--- config.mk ---
export PLATFORM = sky130hd
export DESIGN_NAME = crsf_frame_parser_crc8_top
export DESIGN_NICKNAME = d
export VERILOG_FILES = /design/src/hdl/crsf_pkg.sv /design/src/hdl/crsf_frame_parser_crc8_top.sv
export SDC_FILE = /design/constraint.sdc
export NUM_CORES = 1
export LEC_CHECK = 0
export BUFFER_PORTS_ARGS = -buffer_cell sky130_fd_sc_hd__buf_2
export CAP_MARGIN = 20
export CORE_ASPECT_RATIO = 2
export CORE_MARGIN = 2
export CORE_UTILIZATION = 25
export CTS_CLUSTER_DIAMETER = 150
export DETAILED_ROUTE_END_ITERATION = 12
export SLEW_MARGIN = 40
export SYNTH_ARGS = -nofsm -noshare
export SYNTH_HDL_FRONTEND = slang
export SYNTH_SLANG_ARGS = --single-unit
--- constraint.sdc ---
create_clock -name clk -period 5.3 [get_ports clk]
set_input_delay 0.53 -clock clk [delete_from_list [all_inputs] [get_ports clk]]
set_output_delay 0.53 -clock clk [all_outputs]
set_load 0.005 [all_outputs]
--- src/hdl/crsf_pkg.sv ---
// Shared types, constants and the CRC-8 step function for the CRSF frame parser.
package crsf_pkg;

  // Largest frame the parser accepts: length bytes must stay below this count.
  localparam int unsigned FRAME_BYTES = 64;

  // Width of the byte counter, able to hold FRAME_BYTES itself.
  localparam int unsigned CNT_W = $clog2(FRAME_BYTES + 1);

  // Width of the stored length byte, which is always below FRAME_BYTES.
  localparam int unsigned LEN_W = $clog2(FRAME_BYTES);

  // Width of the reported byte position.
  localparam int unsigned IDX_W = 6;

  // Configuration register indexes.
  typedef enum logic [1:0] {
    REG_OWN_ADDRESS      = 2'd0,
    REG_SYNC_BYTE        = 2'd1,
    REG_ACCEPT_BROADCAST = 2'd2,
    REG_CRC_POLYNOMIAL   = 2'd3
  } cfg_reg_t;

  // Parser phase; the unused code behaves as hunt.
  typedef enum logic [1:0] {
    PH_HUNT = 2'd0,
    PH_LEN  = 2'd1,
    PH_BODY = 2'd2
  } phase_t;

  // Register reset values.
  localparam logic [7:0] OWN_ADDRESS_RST = 8'd234;
  localparam logic [7:0] SYNC_BYTE_RST   = 8'd200;
  localparam logic [7:0] CRC_POLY_RST    = 8'd213;

  // Broadcast address that may start a frame when enabled.
  localparam logic [7:0] BROADCAST_ADDR = 8'h00;

  // One byte of an MSB-first CRC-8 update.
  function automatic logic [7:0] crc8_feed(input logic [7:0] crc, input logic [7:0] data,
                                           input logic [7:0] poly);
    logic [7:0] c;
    c = crc ^ data;
    for (int k = 0; k < 8; k++) begin
      if (c[7]) begin
        c = {c[6:0], 1'b0} ^ poly;
      end else begin
        c = {c[6:0], 1'b0};
      end
    end
    return c;
  endfunction

endpackage

--- src/hdl/crsf_frame_parser_crc8_top.sv ---
// CRSF frame parser: input register, framing and CRC-8 check, result register.
//
// Takes one received byte per request and returns one result per byte: the byte, its
// position in the frame, whether it belongs to a frame, and on the CRC byte whether the
// CRC-8 of the body matched. A frame starts on the sync byte, the own address, or the
// broadcast address 0x00 when enabled; the next byte is the length (nonzero, below
// FRAME_BYTES). A byte goes through the input register, then the result register. The
// parser accepts a new byte every cycle unless out_ready stalls it; the byte-wide CRC
// update, combinational between the registers, sets that rate. Configuration must be
// written via cfg_write/cfg_index/cfg_data while no byte is in flight; not enforced.
module crsf_frame_parser_crc8_top (
  input  logic                        clk,
  input  logic                        rst,
  // Configuration write port
  input  logic                        cfg_write,
  input  logic [1:0]                  cfg_index,
  input  logic [7:0]                  cfg_data,
  // Input channel
  input  logic                        in_valid,
  output logic                        in_ready,
  input  logic [7:0]                  rx_byte,
  // Output channel
  output logic                        out_valid,
  input  logic                        out_ready,
  output logic [7:0]                  byte_value,
  output logic [crsf_pkg::IDX_W-1:0]  byte_index,
  output logic                        in_frame,
  output logic                        frame_ok,
  output logic                        frame_bad
);

  localparam int unsigned CNT_W = crsf_pkg::CNT_W;
  localparam int unsigned LEN_W = crsf_pkg::LEN_W;
  localparam int unsigned IDX_W = crsf_pkg::IDX_W;

  // Configuration registers
  logic [7:0] own_address;
  logic [7:0] sync_byte;
  logic       accept_broadcast;
  logic [7:0] crc_polynomial;

  // Input register
  logic       s1_valid;
  logic [7:0] s1_byte;

  // Parser state
  crsf_pkg::phase_t  phase, phase_next;
  logic [CNT_W-1:0]  byte_count, byte_count_next;
  logic [LEN_W-1:0]  frame_length, frame_length_next;
  logic [7:0]        running_crc, running_crc_next;

  // Result of the byte held in the input register
  logic [IDX_W-1:0]  idx_c;
  logic              inf_c, ok_c, bad_c;

  logic out_free;
  logic s1_fire;

  // Decoded conditions
  logic is_start;
  logic len_ok;
  logic body_room;
  logic crc_pos;

  // Handshake: the input register refills whenever its byte moves on
  assign out_free = !out_valid || out_ready;
  assign s1_fire  = s1_valid && out_free;
  assign in_ready = !s1_valid || out_free;

  // Configuration writes
  always_ff @(posedge clk) begin
    if (rst) begin
      own_address      <= crsf_pkg::OWN_ADDRESS_RST;
      sync_byte        <= crsf_pkg::SYNC_BYTE_RST;
      accept_broadcast <= 1'b0;
      crc_polynomial   <= crsf_pkg::CRC_POLY_RST;
    end else if (cfg_write) begin
      case (crsf_pkg::cfg_reg_t'(cfg_index))
        crsf_pkg::REG_OWN_ADDRESS:      own_address      <= cfg_data;
        crsf_pkg::REG_SYNC_BYTE:        sync_byte        <= cfg_data;
        crsf_pkg::REG_ACCEPT_BROADCAST: accept_broadcast <= cfg_data[0];
        crsf_pkg::REG_CRC_POLYNOMIAL:   crc_polynomial   <= cfg_data;
        default: ;
      endcase
    end
  end

  // Input register
  always_ff @(posedge clk) begin
    if (rst) begin
      s1_valid <= 1'b0;
    end else if (in_ready) begin
      s1_valid <= in_valid;
    end
  end

  always_ff @(posedge clk) begin
    if (in_valid && in_ready) begin
      s1_byte <= rx_byte;
    end
  end

  // Shared decode of the held byte against the current state
  assign is_start  = (s1_byte == sync_byte) || (s1_byte == own_address) ||
                     (accept_broadcast && (s1_byte == crsf_pkg::BROADCAST_ADDR));
  assign len_ok    = (s1_byte != 8'd0) && ({1'b0, s1_byte} < 9'(crsf_pkg::FRAME_BYTES));
  assign body_room = byte_count < CNT_W'(crsf_pkg::FRAME_BYTES);
  assign crc_pos   = byte_count == (CNT_W'(frame_length) + CNT_W'(1));

  // Next phase
  always_comb begin
    case (phase)
      crsf_pkg::PH_LEN: begin
        phase_next = len_ok ? crsf_pkg::PH_BODY : crsf_pkg::PH_HUNT;
      end
      crsf_pkg::PH_BODY: begin
        if (body_room && !crc_pos) begin
          phase_next = crsf_pkg::PH_BODY;
        end else begin
          phase_next = crsf_pkg::PH_HUNT;
        end
      end
      default: begin
        phase_next = is_start ? crsf_pkg::PH_LEN : crsf_pkg::PH_HUNT;
      end
    endcase
  end

  // Counters, CRC and result fields
  always_comb begin
    byte_count_next   = byte_count;
    frame_length_next = frame_length;
    running_crc_next  = running_crc;
    idx_c             = '0;
    inf_c             = 1'b0;
    ok_c              = 1'b0;
    bad_c             = 1'b0;
    case (phase)
      crsf_pkg::PH_LEN: begin
        idx_c = IDX_W'(1);
        if (len_ok) begin
          frame_length_next = s1_byte[LEN_W-1:0];
          running_crc_next  = 8'd0;
          byte_count_next   = CNT_W'(2);
          inf_c             = 1'b1;
        end
      end
      crsf_pkg::PH_BODY: begin
        idx_c = IDX_W'(byte_count);
        if (body_room) begin
          inf_c = 1'b1;
          if (crc_pos) begin
            ok_c  = (s1_byte == running_crc);
            bad_c = (s1_byte != running_crc);
          end else begin
            running_crc_next = crsf_pkg::crc8_feed(running_crc, s1_byte, crc_polynomial);
          end
          byte_count_next = byte_count + CNT_W'(1);
        end
      end
      default: begin
        if (is_start) begin
          inf_c           = 1'b1;
          byte_count_next = CNT_W'(2);
        end
      end
    endcase
  end

  // State advances once per byte that moves to the result register
  always_ff @(posedge clk) begin
    if (rst) begin
      phase        <= crsf_pkg::PH_HUNT;
      byte_count   <= '0;
      frame_length <= '0;
      running_crc  <= 8'd0;
    end else if (s1_fire) begin
      phase        <= phase_next;
      byte_count   <= byte_count_next;
      frame_length <= frame_length_next;
      running_crc  <= running_crc_next;
    end
  end

  // Result register
  always_ff @(posedge clk) begin
    if (rst) begin
      out_valid <= 1'b0;
    end else if (out_free) begin
      out_valid <= s1_valid;
    end
  end

  always_ff @(posedge clk) begin
    if (s1_fire) begin
      byte_value <= s1_byte;
      byte_index <= idx_c;
      in_frame   <= inf_c;
      frame_ok   <= ok_c;
      frame_bad  <= bad_c;
    end
  end

`ifndef SYNTHESIS
  // A CRC byte is either good or bad, never both.
  a_ok_bad_excl: assert property (@(posedge clk) disable iff (rst)
    out_valid |-> !(frame_ok && frame_bad))
    else $error("frame_ok and frame_bad both set");

  // A CRC verdict only comes on a body byte that belongs to a frame.
  a_verdict_in_frame: assert property (@(posedge clk) disable iff (rst)
    (out_valid && (frame_ok || frame_bad)) |-> (in_frame && (byte_index != IDX_W'(0))))
    else $error("CRC verdict outside a frame body");

  // A held byte is not lost while the result register is stalled.
  a_hold_pending: assert property (@(posedge clk) disable iff (rst)
    (s1_valid && out_valid && !out_ready) |=> (s1_valid && $stable(s1_byte)))
    else $error("pending byte dropped under stall");

  // In the body phase the counter has passed the length byte.
  a_body_count: assert property (@(posedge clk) disable iff (rst)
    (phase == crsf_pkg::PH_BODY) |-> (byte_count >= CNT_W'(2)))
    else $error("body phase with counter below two");
`endif

endmodule
==> summary.md <==
| Metric | Value |
|---|---|
| Outcome | finished clean |
| WHS Path Cells | 1 |
| Post-DRT Antenna Nets | 0 |
| Initial Utilization | 25.3% |
| Layout area overhead | 12.9% |
| Setup Fix Bufs, Post-CTS | 0 |
| Synth warn | 0 |
| Root Buffer Master | clkbuf_16 |
| Area leader, netlist | dfxtp_1 |
| Worst-path maximum fanout | 12 |
| Crit path launch type | flop |
| Post-Route WL | between 10000 and 15000 µm |
| H-tree levels | 3 |
| CP Data Required Time | 5550 ps |
| R2R cell count | 12 |
| Final Setup Violations | 0 |
| Die W | 104 µm |
| Synth Net Count | a little under 600 |
| Largest net degree at the start of global routing | between 40 and 50 |
| DRT Pass-1 Iters | 5 |
| Post-synth top flop | dfxtp_1 |
| Static Leakage | approximately 2.2 nW |
| Post-synth EDFFs | 25 |
| Via count | around 4100 |
| Vias in the first global route | slightly above 4000 |
| Pwr dens | 321 nW/µm² |
| Synth area leaders | dfxtp_1 (20%), edfxtp_1 (15%), xnor2_1 (7.7%) |
| Fin nets | 608 |
| Setup CP Type | flop to flop |
| Clock transition at path regs | around 60 ps |
| Worst-margin pin slew | ~740 ps |
| Clock Tree Buf Depth | 2 |
| Post_cts resized | 0 |
| Yosys cell types | 75 |
| Place WS | 1310 ps |
| Final min period | a little over 4000 ps |
| Max VDD drop | between 0.2 and 0.25 mV |
| Final instance area | 5630 µm² |
| I/O Pins | 42 |
| CORE AREA | just under 20000 µm² |
| Hold_ws | roughly 370 ps |
| Max Fclk | 0.247 GHz |
| Final setup skew | 5.48 ps |
| Final TNS setup | 0 ps |
| Top cell type's share of synthesized area | between 20% and 30% |
| Post-synthesis cell count | 560 |
| Worst Hold Class | input pin to flop |
| Sequential-to-total area share from yosys stat | between 30% and 40% |
| Max-Cap Viols | 0 |
| # diodes | 0 |
| Synth Register Bits | 75 |
| Hold Buf Count CTS | 0 |
| Starting DRT DRC Count | 179 |
| Syn avg cell area | 8.91 µm² |
| GP Congestion | between 0.9 and 1 |
| Latest clock arrival within the worst-skew pair | roughly 330 ps |
| Row count | 73 |
| Die height | a little over 200 µm |
| Setup ws final | approximately 1200 ps |
| Crit path arrival time | between 4000 and 5000 ps |
| Final Slew Violations | 0 |
| GR Util All Layers | a little over an eighth |
| Ys async rst share | 0% |
| CTS Sinks | 75 |
| Post-DP HPWL | 11400 µm |
| RSZ-0062 raised after global routing | no |
| Port buffer count | 41 |
| DRC viols | 0 |
| Placed Instance Area | between 5000 and 6000 µm² |
| Worst setup EP type | flop |
| Die area | roughly 21000 µm² |
| First-pass GRT wire length | roughly 22000 µm |
| Share of post-route cells with drive strength above 1 | approximately 15% |
| Fin crit share | 76.5% |
| Syn Std Cell Area | approximately 5000 µm² |
| Final Hold Violating Endpoints | 0 |
| GRT overflow | 0 |
| CTS Buf Count | 9 |
| Detailed-route vias per instance | slightly below 5 |
| WL/cell | between 15 and 20 µm |
| Slew margin rel. | about half |
| Initial antenna violation count | 0 |
| CTS tree | done |
==> worst max-delay path, stage by stage (launching register included) <==
cell	delay (ps)
edfxtp_1	530
xor2_2	510
xnor2_1	260
o21ai_0	310
and3_1	280
nor3_1	70
xnor2_1	300
xor2_1	320
xnor3_1	530
a211o_1	310
and2_4	190
nor3b_1	130
o31ai_1	220
==> final timing paths <==
path	slack (ps)	endpoint	startpoint
worst max-delay path	1240	running_crc[2]	s1_byte[7]
worst min-delay path	370	s1_byte[4]	rx_byte[4]
worst max register to register	1240	running_crc[2]	s1_byte[7]
worst min register to register	490	running_crc[1]	running_crc[1]
==> stage by stage <==
step / util [%] / total power [mW] / cells
2_1_floorplan: - / 1.13 / 560
3_3_place_gp: 27.1 / 1.24 / 832
3_5_place_dp: 27.1 / 1.24 / 832
4_1_cts: 28.6 / 1.82 / 848
5_1_grt: 28.6 / 1.89 / 848
6_report: 28.6 / 1.81 / 848
==> cell type report <==
class	count	area, µm²
Fill cell	2170	14100
Multi-Input combinational cell	434	2960
Sequential cell	75	1750
Tap cell	262	328
Timing Repair Buffer	48	258
Clock buffer	9	225
Clock inverter	7	60.1
Inverter	13	48.8
==> layout by cell type, fill, tap and decap left out, types with 3 or more instances in the layout <==
master	count
clkinvlp_4	3
ha_1	4
xnor2_2	3
a221oi_1	4
nor2b_1	8
xnor2_1	44
mux2i_1	19
xnor3_1	7
and2_1	9
o21ai_0	19
nand3b_1	4
a21oi_1	19
a211oi_1	7
nor4_1	5
buf_4	7
inv_1	12
dfxtp_1	50
nor3_1	11
xor2_1	28
buf_2	41
nor2_1	66
o31ai_1	3
nand3_1	29
o211ai_1	5
clkbuf_16	9
nand2_1	68
nand4_1	4
and3_1	4
o31a_1	3
edfxtp_1	25
a211o_1	14
==> routing by layer <==
layer / vias to the layer above / global-route usage (%) / wire length [µm]
li1: 1998 / - / -
met1: 1955 / 11.6 / 4590
met2: 121 / 28.4 / 8440
met3: 56 / 1.12 / 411
met4: 0 / 10.1 / 1020
met5: - / 0 / 0
==> sequential cells by signal, summed over array words and instances, names as in the netlist <==
signal            flops
s1_valid              1
byte_index            6
s1_byte               8
byte_value            8
crc_polynomial        8
sync_byte             8
own_address           8
accept_broadcast      1
in_frame              1
out_valid             1
running_crc           8
phase                 2
byte_count            7
frame_ok              1
frame_bad             1
frame_length          6
==> cells in the mapped netlist (all sizes together) (2+ instances only) <==
cell,n
nand2b,2
o31a,3
dfxtp,50
o21ai,21
edfxtp,25
a22o,2
o2111ai,2
o211ai,7
a31oi,2
mux2i,19
clkbuf,29
a21o,2
xnor3,8
a211oi,7
o31ai,3
nor4,5
nand2,68
nor2,67
a211o,14
and2,11
buf,9
or3,2
and3,5
a21oi,20
a221oi,4
xor2,29
inv,12
nor3,11
nand3b,4
xnor2,48
nor3b,2
ha,4
nor2b,8
nand4,4
nand3,29
==> power by group <==
| part | internal [mW] | total, mW | switching, mW |
|---|---|---|---|
| registers | 0.614 | 0.638 | 0.0241 |
| clock network | 0.324 | 0.576 | 0.252 |
| logic | 0.291 | 0.595 | 0.304 |
| total | 1.23 | 1.81 | 0.580 |
==> kinds of logic after synthesis <==
| kind of cell | after synthesis | share of synthesized area (%) |
|---|---|---|
| AOI/OAI and AO/OA | 103 | 15.1 |
| muxes | 19 | 3.81 |
| xor gates and xnor gates | 86 | 18.7 |
| DFF | 75 | 35.1 |
| and+or+nand+nor | 222 | 20.6 |
| adders and majority gates | 4 | 1.00 |
| buffers and inverters | 51 | 5.72 |
No activity file was read; power rests on OpenSTA's default activity.
